**src/ksm_pkg.sv**
```systemverilog
// Shared types and constants of the scalar Kalman smoother.
// No dependencies; compile first.
`timescale 1ns / 1ps
`default_nettype none
package ksm_pkg;

   // Sample and estimate format: signed fixed point
   typedef logic signed [31:0] sample_type;

   // Default number of fraction bits in a sample
   localparam int SAMPLE_FRAC_BITS_DEF = 16;

   // Configuration port shape and register indexes
   localparam int CSR_IDX_W  = 2;
   localparam int CSR_DATA_W = 32;
   localparam logic [CSR_IDX_W-1:0] CSR_PROCESS_NOISE  = 2'd0;
   localparam logic [CSR_IDX_W-1:0] CSR_MEASURE_NOISE  = 2'd1;
   localparam logic [CSR_IDX_W-1:0] CSR_JUMP_THRESHOLD = 2'd2;

   // Q1.30 constants
   localparam logic [30:0] ONE_Q30   = 31'd1073741824;
   localparam logic [30:0] BLEND_Q30 = 31'd410169377;   // 0.382

   // Reset values
   localparam logic [30:0] Q_RESET   = 31'd107374;      // about 0.0001
   localparam logic [31:0] R_RESET   = 32'd107374182;   // about 0.1
   localparam logic [31:0] COV_RESET = 32'd1073741824;  // 1.0

endpackage
`default_nettype wire

```
**src/ksm_if.sv**
```systemverilog
// Valid/ready channel interfaces for the smoother's sample and estimate items.
// Depends on ksm_pkg.
`timescale 1ns / 1ps
`default_nettype none
interface ksm_req_if;
   import ksm_pkg::*;
   logic       valid;
   logic       ready;
   sample_type sample;
   modport source (output valid, output sample, input ready);
   modport sink   (input valid, input sample, output ready);
endinterface

interface ksm_rsp_if;
   import ksm_pkg::*;
   logic       valid;
   logic       ready;
   sample_type estimate;
   modport source (output valid, output estimate, input ready);
   modport sink   (input valid, input estimate, output ready);
endinterface
`default_nettype wire

```
**src/scalar_kalman_smoother_top.sv**
```systemverilog
// Scalar Kalman smoother with jump rule, bit-serial divider and multipliers.
// Depends on ksm_pkg and the channel interfaces in ksm_if.sv.
//
// One sample item in, one estimate item out. After an item is accepted, the
// block runs a prep step; a restoring divider that produces the gain one
// quotient bit per cycle, with the blend product running alongside it on a
// shift-add multiplier; a step to form the gain and the prediction; two
// shift-add multipliers, one for gain times deviation and one for
// one-minus-gain times predicted covariance; and a finish step that loads
// the estimate into the output register. The block goes back to idle with
// the load and takes no new item before it is through with the last one.
// The next sample is accepted while the previous estimate still waits in
// the output register. The finish step stalls only if that register is
// full and not being read. Configuration writes are taken in any cycle but
// belong to idle periods.
`timescale 1ns / 1ps
`default_nettype none
module scalar_kalman_smoother_top #(
   parameter int SAMPLE_FRAC_BITS = ksm_pkg::SAMPLE_FRAC_BITS_DEF
) (
   input  wire logic                          clock,
   input  wire logic                          reset,
   ksm_req_if.sink                            req_chan,
   ksm_rsp_if.source                          rsp_chan,
   input  wire logic                          csr_wr_en,
   input  wire logic [ksm_pkg::CSR_IDX_W-1:0]  csr_index,
   input  wire logic [ksm_pkg::CSR_DATA_W-1:0] csr_wdata
);
   import ksm_pkg::*;

   localparam logic [30:0] THR_RESET = 31'(1) << SAMPLE_FRAC_BITS;
   localparam int          ITERS     = 31;
   localparam int          CNT_W     = $clog2(ITERS);
   localparam logic [CNT_W-1:0] CNT_LAST = CNT_W'(ITERS - 1);

   // Sequencer states
   localparam logic [2:0] ST_IDLE = 3'd0;
   localparam logic [2:0] ST_PREP = 3'd1;
   localparam logic [2:0] ST_DIV  = 3'd2;
   localparam logic [2:0] ST_GAIN = 3'd3;
   localparam logic [2:0] ST_MUL  = 3'd4;
   localparam logic [2:0] ST_DONE = 3'd5;

   logic [2:0]        state_ff, state_in;
   logic [CNT_W-1:0]  cnt_ff, cnt_in;
   logic [30:0]       q_ff, q_in;
   logic [31:0]       r_ff, r_in;
   logic [30:0]       thr_ff, thr_in;
   logic [31:0]       est_ff, est_in;
   logic [31:0]       cov_ff, cov_in;
   logic [32:0]       d_ff, d_in;
   logic [32:0]       pp_ff, pp_in;
   logic [33:0]       den_ff, den_in;
   logic              jump_ff, jump_in;
   logic              den_zero_ff, den_zero_in;
   logic [33:0]       rem_ff, rem_in;
   logic [30:0]       nbits_ff, nbits_in;
   logic [30:0]       quot_ff, quot_in;
   logic [34:0]       pred_ff, pred_in;
   logic [30:0]       mpl_a_ff, mpl_a_in;
   logic [63:0]       mcd_a_ff, mcd_a_in;
   logic [63:0]       acc_a_ff, acc_a_in;
   logic [30:0]       mpl_b_ff, mpl_b_in;
   logic [63:0]       mcd_b_ff, mcd_b_in;
   logic [63:0]       acc_b_ff, acc_b_in;
   logic              rsp_valid_ff, rsp_valid_in;
   logic [31:0]       rsp_est_ff, rsp_est_in;

   // Datapath temporaries
   logic        req_fire;
   logic [32:0] abs_dev;
   logic [63:0] numer;
   logic [34:0] trial;
   logic        qbit;
   logic [30:0] gain_sel;
   logic [63:0] acc_a_rnd, acc_b_rnd;
   logic [33:0] round_a, round_b;
   logic [35:0] est_sum;
   logic [31:0] est_sat;
   logic [31:0] cov_sat;

   assign req_chan.ready   = (state_ff == ST_IDLE);
   assign req_fire         = req_chan.valid && (state_ff == ST_IDLE);
   assign rsp_chan.valid   = rsp_valid_ff;
   assign rsp_chan.estimate = rsp_est_ff;

   // Round half up at 2^-30: add half an LSB, keep bits 63..30
   assign acc_a_rnd = acc_a_ff + (64'd1 << 29);
   assign acc_b_rnd = acc_b_ff + (64'd1 << 29);
   assign round_a   = acc_a_rnd[63:30];
   assign round_b   = acc_b_rnd[63:30];

   // Absolute deviation, divider numerator and trial subtract
   assign abs_dev = d_ff[32] ? 33'(-d_ff) : d_ff;
   assign numer   = {1'b0, pp_ff, 30'b0} + {31'b0, den_ff[33:1]};
   assign trial   = {rem_ff, nbits_ff[30]};
   assign qbit    = (trial >= {1'b0, den_ff});

   // Gain: forced to 1.0 on a zero denominator, never above 1.0
   assign gain_sel = den_zero_ff ? ONE_Q30 :
                     ((quot_ff > ONE_Q30) ? ONE_Q30 : quot_ff);

   // Final estimate with saturation to the 32-bit range
   assign est_sum = {pred_ff[34], pred_ff} + {{2{round_a[33]}}, round_a};
   always_comb begin
      if ((est_sum[35:31] == 5'b00000) || (est_sum[35:31] == 5'b11111)) begin
         est_sat = est_sum[31:0];
      end else if (est_sum[35]) begin
         est_sat = 32'h8000_0000;
      end else begin
         est_sat = 32'h7FFF_FFFF;
      end
   end

   // New covariance, saturated to 32 bits unsigned
   assign cov_sat = (round_b[33:32] != 2'b00) ? 32'hFFFF_FFFF : round_b[31:0];

   // Next-state logic
   always_comb begin
      state_in     = state_ff;
      cnt_in       = cnt_ff;
      q_in         = q_ff;
      r_in         = r_ff;
      thr_in       = thr_ff;
      est_in       = est_ff;
      cov_in       = cov_ff;
      d_in         = d_ff;
      pp_in        = pp_ff;
      den_in       = den_ff;
      jump_in      = jump_ff;
      den_zero_in  = den_zero_ff;
      rem_in       = rem_ff;
      nbits_in     = nbits_ff;
      quot_in      = quot_ff;
      pred_in      = pred_ff;
      mpl_a_in     = mpl_a_ff;
      mcd_a_in     = mcd_a_ff;
      acc_a_in     = acc_a_ff;
      mpl_b_in     = mpl_b_ff;
      mcd_b_in     = mcd_b_ff;
      acc_b_in     = acc_b_ff;
      rsp_valid_in = rsp_valid_ff && !rsp_chan.ready;
      rsp_est_in   = rsp_est_ff;

      // Register writes
      if (csr_wr_en) begin
         case (csr_index)
            CSR_PROCESS_NOISE:  q_in   = csr_wdata[30:0];
            CSR_MEASURE_NOISE:  r_in   = csr_wdata[31:0];
            CSR_JUMP_THRESHOLD: thr_in = csr_wdata[30:0];
            default: ;
         endcase
      end

      // Shift-add multiplier steps, one multiplier bit per cycle
      if ((state_ff == ST_DIV) || (state_ff == ST_MUL)) begin
         if (mpl_a_ff[0]) acc_a_in = acc_a_ff + mcd_a_ff;
         mcd_a_in = mcd_a_ff << 1;
         mpl_a_in = mpl_a_ff >> 1;
         if (mpl_b_ff[0]) acc_b_in = acc_b_ff + mcd_b_ff;
         mcd_b_in = mcd_b_ff << 1;
         mpl_b_in = mpl_b_ff >> 1;
      end

      case (state_ff)
         ST_IDLE: begin
            if (req_fire) begin
               d_in     = {req_chan.sample[31], req_chan.sample} - {est_ff[31], est_ff};
               pp_in    = {1'b0, cov_ff} + {2'b0, q_ff};
               den_in   = {2'b0, cov_ff} + {3'b0, q_ff} + {2'b0, r_ff};
               state_in = ST_PREP;
            end
         end
         ST_PREP: begin
            jump_in     = (abs_dev >= {2'b0, thr_ff});
            den_zero_in = (den_ff == 34'd0);
            // quotient stays below 2^31, so the top 33 bits are below den
            rem_in      = {1'b0, numer[63:31]};
            nbits_in    = numer[30:0];
            quot_in     = '0;
            mpl_a_in    = BLEND_Q30;
            mcd_a_in    = {{31{d_ff[32]}}, d_ff};
            acc_a_in    = '0;
            cnt_in      = '0;
            state_in    = ST_DIV;
         end
         ST_DIV: begin
            rem_in   = qbit ? 34'(trial - {1'b0, den_ff}) : trial[33:0];
            quot_in  = {quot_ff[29:0], qbit};
            nbits_in = nbits_ff << 1;
            cnt_in   = cnt_ff + 1'b1;
            if (cnt_ff == CNT_LAST) state_in = ST_GAIN;
         end
         ST_GAIN: begin
            // Prediction from the finished blend product
            if (jump_ff) begin
               pred_in = {{3{est_ff[31]}}, est_ff} + {round_a[33], round_a};
            end else begin
               pred_in = {{3{est_ff[31]}}, est_ff};
            end
            mpl_a_in = gain_sel;
            mcd_a_in = {{31{d_ff[32]}}, d_ff};
            acc_a_in = '0;
            mpl_b_in = ONE_Q30 - gain_sel;
            mcd_b_in = {31'b0, pp_ff};
            acc_b_in = '0;
            cnt_in   = '0;
            state_in = ST_MUL;
         end
         ST_MUL: begin
            cnt_in = cnt_ff + 1'b1;
            if (cnt_ff == CNT_LAST) state_in = ST_DONE;
         end
         ST_DONE: begin
            if (!rsp_valid_ff || rsp_chan.ready) begin
               rsp_valid_in = 1'b1;
               rsp_est_in   = est_sat;
               est_in       = est_sat;
               cov_in       = cov_sat;
               state_in     = ST_IDLE;
            end
         end
         default: state_in = ST_IDLE;
      endcase
   end

   // Control and filter state
   always_ff @(posedge clock) begin
      if (reset) begin
         state_ff     <= ST_IDLE;
         cnt_ff       <= '0;
         q_ff         <= Q_RESET;
         r_ff         <= R_RESET;
         thr_ff       <= THR_RESET;
         est_ff       <= '0;
         cov_ff       <= COV_RESET;
         rsp_valid_ff <= 1'b0;
      end else begin
         state_ff     <= state_in;
         cnt_ff       <= cnt_in;
         q_ff         <= q_in;
         r_ff         <= r_in;
         thr_ff       <= thr_in;
         est_ff       <= est_in;
         cov_ff       <= cov_in;
         rsp_valid_ff <= rsp_valid_in;
      end
   end

   // Datapath registers
   always_ff @(posedge clock) begin
      d_ff        <= d_in;
      pp_ff       <= pp_in;
      den_ff      <= den_in;
      jump_ff     <= jump_in;
      den_zero_ff <= den_zero_in;
      rem_ff      <= rem_in;
      nbits_ff    <= nbits_in;
      quot_ff     <= quot_in;
      pred_ff     <= pred_in;
      mpl_a_ff    <= mpl_a_in;
      mcd_a_ff    <= mcd_a_in;
      acc_a_ff    <= acc_a_in;
      mpl_b_ff    <= mpl_b_in;
      mcd_b_ff    <= mcd_b_in;
      acc_b_ff    <= acc_b_in;
      rsp_est_ff  <= rsp_est_in;
   end

   // Checks
   a_accept_to_prep: assert property (@(posedge clock) disable iff (reset)
      req_fire |=> (state_ff == ST_PREP))
      else $error("accepted item did not start prep");

   a_rem_below_den: assert property (@(posedge clock) disable iff (reset)
      ((state_ff == ST_DIV) && !den_zero_ff) |-> (rem_ff < den_ff))
      else $error("divider remainder out of range");

   a_quot_bound: assert property (@(posedge clock) disable iff (reset)
      ((state_ff == ST_GAIN) && !den_zero_ff) |-> (quot_ff <= ONE_Q30))
      else $error("gain quotient above 1.0");

   a_rsp_from_done: assert property (@(posedge clock) disable iff (reset)
      $rose(rsp_valid_ff) |-> ($past(state_ff) == ST_DONE))
      else $error("estimate item raised outside finish cycle");

endmodule
`default_nettype wire
```
**src/flat_wrapper.sv**
```systemverilog
// flat-port wrapper written by rule: the top's interface ports become plain ports
module scalar_kalman_smoother_top_flat import ksm_pkg::*;
#(
   parameter int SAMPLE_FRAC_BITS = ksm_pkg::SAMPLE_FRAC_BITS_DEF
)
  (clock, reset, csr_wr_en, csr_index, csr_wdata, req_chan_valid, req_chan_sample, req_chan_ready, rsp_chan_valid, rsp_chan_estimate, rsp_chan_ready);
  ksm_req_if req_chan_i ();
  ksm_rsp_if rsp_chan_i ();
  input  wire logic clock;
  input  wire logic reset;
  input  wire logic csr_wr_en;
  input  wire logic [ksm_pkg::CSR_IDX_W-1:0] csr_index;
  input  wire logic [ksm_pkg::CSR_DATA_W-1:0] csr_wdata;
  input wire logic [$bits(req_chan_i.valid)-1:0] req_chan_valid;
  input wire logic [$bits(req_chan_i.sample)-1:0] req_chan_sample;
  output wire logic [$bits(req_chan_i.ready)-1:0] req_chan_ready;
  output wire logic [$bits(rsp_chan_i.valid)-1:0] rsp_chan_valid;
  output wire logic [$bits(rsp_chan_i.estimate)-1:0] rsp_chan_estimate;
  input wire logic [$bits(rsp_chan_i.ready)-1:0] rsp_chan_ready;
  assign req_chan_i.valid = req_chan_valid;
  assign req_chan_i.sample = req_chan_sample;
  assign req_chan_ready = req_chan_i.ready;
  assign rsp_chan_valid = rsp_chan_i.valid;
  assign rsp_chan_estimate = rsp_chan_i.estimate;
  assign rsp_chan_i.ready = rsp_chan_ready;
  scalar_kalman_smoother_top #(.SAMPLE_FRAC_BITS(SAMPLE_FRAC_BITS)) u_core (.clock(clock), .reset(reset), .req_chan(req_chan_i), .rsp_chan(rsp_chan_i), .csr_wr_en(csr_wr_en), .csr_index(csr_index), .csr_wdata(csr_wdata));
endmodule
```
**config.mk**
```make
export PLATFORM = sky130hd
export DESIGN_NAME = scalar_kalman_smoother_top_flat
export DESIGN_NICKNAME = d
export VERILOG_FILES = /design/src/ksm_pkg.sv /design/src/ksm_if.sv /design/src/scalar_kalman_smoother_top.sv /design/src/flat_wrapper.sv
export SDC_FILE = /design/constraint.sdc
export NUM_CORES = 2
export LEC_CHECK = 0
export ABC_AREA = 1
export BUFFER_PORTS_ARGS = -buffer_cell sky130_fd_sc_hd__buf_2
export CAP_MARGIN = 20
export CORE_UTILIZATION = 30
export CTS_BUF_LIST = sky130_fd_sc_hd__clkbuf_4
export DETAILED_ROUTE_END_ITERATION = 8
export SLEW_MARGIN = 25
export SYNTH_ARGS = -nofsm -noshare
export SYNTH_HDL_FRONTEND = slang
export SYNTH_SLANG_ARGS = --single-unit
```
**constraint.sdc**
```tcl
create_clock -name clock -period 5.76 [get_ports clock]
set_clock_uncertainty 0.15 [all_clocks]
set_input_delay 0 -clock clock [delete_from_list [all_inputs] [get_ports clock]]
set_output_delay 0 -clock clock [all_outputs]
set_load 0.03 [all_outputs]
```
==> flow_summary.yaml <==
synth:
  syn_nets: 7913
  syn_inst: 7467
  synth.yosys.seq_area_share_pct: 36.1
  synth_area_um2: 53400
  synth-edff-count: 424
  yosysUniqueCellTypes: 63
  synth_seq_cells: 750
  synth_ff_type: "edfxtp_1"
  post_synth.cell_area_avg_um2: 7.15
  yosysWarnings: 0
  async_flop_share_pct: 0
timing:
  rsz0062_at_grt: "no"
  fmax_mhz: 199
  hold_viol: 0
  slew_violations: 0
  finalWorstSetupSlack_ps: 729
  finalSetupViolations: 0
  tightest_slew_ps: 1100
  fin_crit_sh_pct: 87.3
  finalCriticalPeriod_ps: 5030
  setup_tns_ps: 0
  slew_headroom_pct: 25.6
worst_setup_path:
  crit_arrival_ps: 5820
  cp-startpoint: "u_core.q_ff[0]"
  crit_fanout: 5
  timing.rr.start: "u_core.q_ff[0]"
  r2r-end: "u_core.den_ff[30]"
  path_class: "reg -> reg"
  worstSetupStartpointType: "flip-flop"
  endpoint: "u_core.den_ff[30]"
  r2r_cells: 20
  r2r_slack_ps: 730
  crit_path_end_kind: "flip-flop"
  required_ps: 6550
layout:
  fin_area_um2: 61400
  final_cells: 10400
  nets: 8300
  area_delta_synth_final_pct: 15.2
  final_cell_mix: "nand2_1 (1643), inv_1 (1028), nor2_1 (913)"
  final_common_cell: "nand2_1"
  drive_above_1_share_pct: 6.97
pwr:
  peakVddDrop_uv: 305
  p_sw_mw: 18.1
  internal_power_mw: 17.5
  swShare_pct: 50.9
  comb_power_share_pct: 57.3
  p_per_area_nw_per_um2: 580
  seq_power_share_pct: 27.8
  p_clk_share_pct: 14.9
  p_total_mw: 35.6
  power_leakage_nw: 27.6
global_route:
  grt_pass1_vias: 49800
  grt_max_degree: 154
  grt_usage_pct: 20.9
  antenna_found_initial: 5
  grt_overflow: 0
  grt_pass1_wl_um: 292000
cts:
  clock-root-buffer: "clkbuf_4"
  cts_sinks: 750
  htreeDepth: 4
  insertion_delay_ps: 1240
  cts_tree: "yes"
  cts_buffers: 215
  cts_max_path_buffers: 3
  clk_pin_slew_worst_paths_ps: 70
  cts_resized: 0
routing:
  m1WireLength_um: 85000
  postRouteWirelength_um: 193000
  via_per_inst: 5.01
  wl_per_cell_um: 18.6
  drtIter0Drc: 4452
  met3WireLength_um: 10900
  met2_length_um: 89900
  firstDrtPassIters: 6
  ant_nets: 0
  vias: 52000
  routed.top_layer: "met4"
  drc: 0
placement:
  gp_congestion: 0.957
  io_buffers: 104
  hpwl_um: 149000
  place_ws_ps: 780
  dp_cells: 9758
  placement.cell_area_um2: 56300
die:
  placement_rows: 154
  start_util_pct: 30.3
  core_um2: 176000
  die_area_um2: 180000
  chipWidth_um: 424
  die_y_um: 424
  ios: 105
run:
  maxCapViolCount: 0
run_status:
  outcome: "finished clean"
worst_hold_path:
  min_path_type: "in -> reg"
==> metal layers <==
layer | vias to the layer above | track usage (%)
met5 | - | 0
met4 | 0 | 8.79
li1 | 25700 | -
met1 | 24300 | 27.0
met2 | 1717 | 34.5
met3 | 343 | 3.08
==> power by group through the flow <==
stage | logic, mW | clock network (mW) | registers (mW)
2_1_floorplan | 14.2 | 0 | 9.48
3_3_place_gp | 19.8 | 0 | 9.95
3_5_place_dp | 19.9 | 0 | 9.98
4_1_cts | 20.2 | 5.49 | 9.89
5_1_grt | 22.8 | 5.77 | 10.1
6_report | 20.4 | 5.33 | 9.89
==> worst max-delay path, stage by stage, from the launching register on <==
cell	delay, ps
dfxtp_1	340
ha_1	170
inv_1	50
fa_1	400
nand3b_1	180
nand2_1	110
a21oi_1	140
o21bai_1	450
a21boi_0	250
o21ai_0	410
a21oi_1	140
xnor2_1	360
ha_1	220
nand2_1	130
nor4_1	480
nand3b_1	140
nand3_1	170
nand2_1	80
o211ai_1	130
a21oi_1	120
xnor2_1	130
==> cells by family after synthesis <==
| kind of cell | count (synthesis) | share of synthesized area, % |
|---|---|---|
| simple gates | 3221 | 25.0 |
| compound gates | 1567 | 15.8 |
| buf+inv | 1226 | 8.82 |
| flops | 750 | 36.1 |
| fa+ha+maj | 375 | 8.92 |
| xor+xnor | 328 | 5.38 |
==> worst min path at each step <==
stage | slack, ps | cells past startpoint | to | startpoint
3_3_place_gp | 100 | 3 | u_core.r_ff[1] | csr_wdata[1]
6_report | 170 | 5 | u_core.q_ff[21] | csr_wdata[21]
5_1_grt | 50 | 5 | u_core.q_ff[21] | csr_wdata[21]
2_1_floorplan | -40 | 2 | u_core.r_ff[10] | csr_wdata[10]
3_5_place_dp | 110 | 3 | u_core.r_ff[2] | csr_wdata[2]
4_1_cts | 2 | 5 | u_core.q_ff[21] | csr_wdata[21]
==> repair_timing <==
action	4_1_cts	5_1_grt
buffers inserted	0	0
hold buffers	218	0
endpoints found under the hold margin	295	0
==> metrics by stage <==
| step | util [%] | hold slack, ps |
|---|---|---|
| global placement | 32.0 | 103 |
| detailed placement | 32.0 | 111 |
| global route | 34.8 | 54.1 |
| floorplan | - | -36.8 |
| CTS | 34.8 | 1.81 |
| finish | 34.9 | 166 |
==> final cells by class <==
class / instances / area, um^2
Timing Repair Buffer: 354 / 2970
Tap cell: 2340 / 2930
Fill cell: 19000 / 115000
Clock buffer: 301 / 2260
Multi-Input combinational cell: 5491 / 29500
Clock inverter: 100 / 626
Antenna cell: 8 / 20.0
Inverter: 1042 / 3920
Sequential cell: 750 / 19300
==> state kept, by name, indices dropped and copies added (netlist names), 32 cells and up <==
register / cells
u_core.cov_ff: 32
u_core.pp_ff: 33
u_core.mcd_b_ff: 64
u_core.r_ff: 32
u_core.d_ff: 33
u_core.den_ff: 34
u_core.est_ff: 32
u_core.rem_ff: 34
u_core.acc_a_ff: 64
u_core.rsp_chan.estimate: 32
u_core.mcd_a_ff: 64
u_core.acc_b_ff: 64
u_core.pred_ff: 35
==> synth_stat cells (all sizes together) (2+ instances only) <==
| cell type | count | area [um^2] |
|---|---|---|
| or2 | 14 | 87.6 |
| dfxtp | 326 | 6530 |
| nor4 | 56 | 350 |
| and3 | 2 | 12.5 |
| a211oi | 6 | 45.0 |
| o21a | 7 | 52.6 |
| edfxtp | 424 | 12700 |
| xor2 | 243 | 2130 |
| a21boi | 18 | 135 |
| a31o | 2 | 17.5 |
| buf | 47 | 283 |
| o21bai | 31 | 233 |
| nand2b | 2 | 12.5 |
| a21o | 44 | 330 |
| o2111ai | 2 | 17.5 |
| clkbuf | 137 | 514 |
| o31ai | 7 | 57.6 |
| nor3b | 2 | 20.0 |
| o22ai | 3 | 18.8 |
| a221oi | 3 | 26.3 |
| o211ai | 44 | 330 |
| o21ai | 687 | 3440 |
| o221ai | 5 | 43.8 |
| xnor2 | 85 | 744 |
| a21oi | 646 | 3230 |
| nand3b | 24 | 180 |
| a31oi | 44 | 275 |
| o221a | 3 | 33.8 |
| clkinv | 3 | 11.3 |
| inv | 1039 | 3900 |
| nor3 | 93 | 513 |
| nand3 | 355 | 1800 |
| fa | 9 | 180 |
| nand4 | 83 | 541 |
| ha | 366 | 4580 |
| nand2 | 1662 | 6280 |
| o41ai | 10 | 87.6 |
| nor2 | 927 | 3530 |
(Power assumes the default switching activity.)
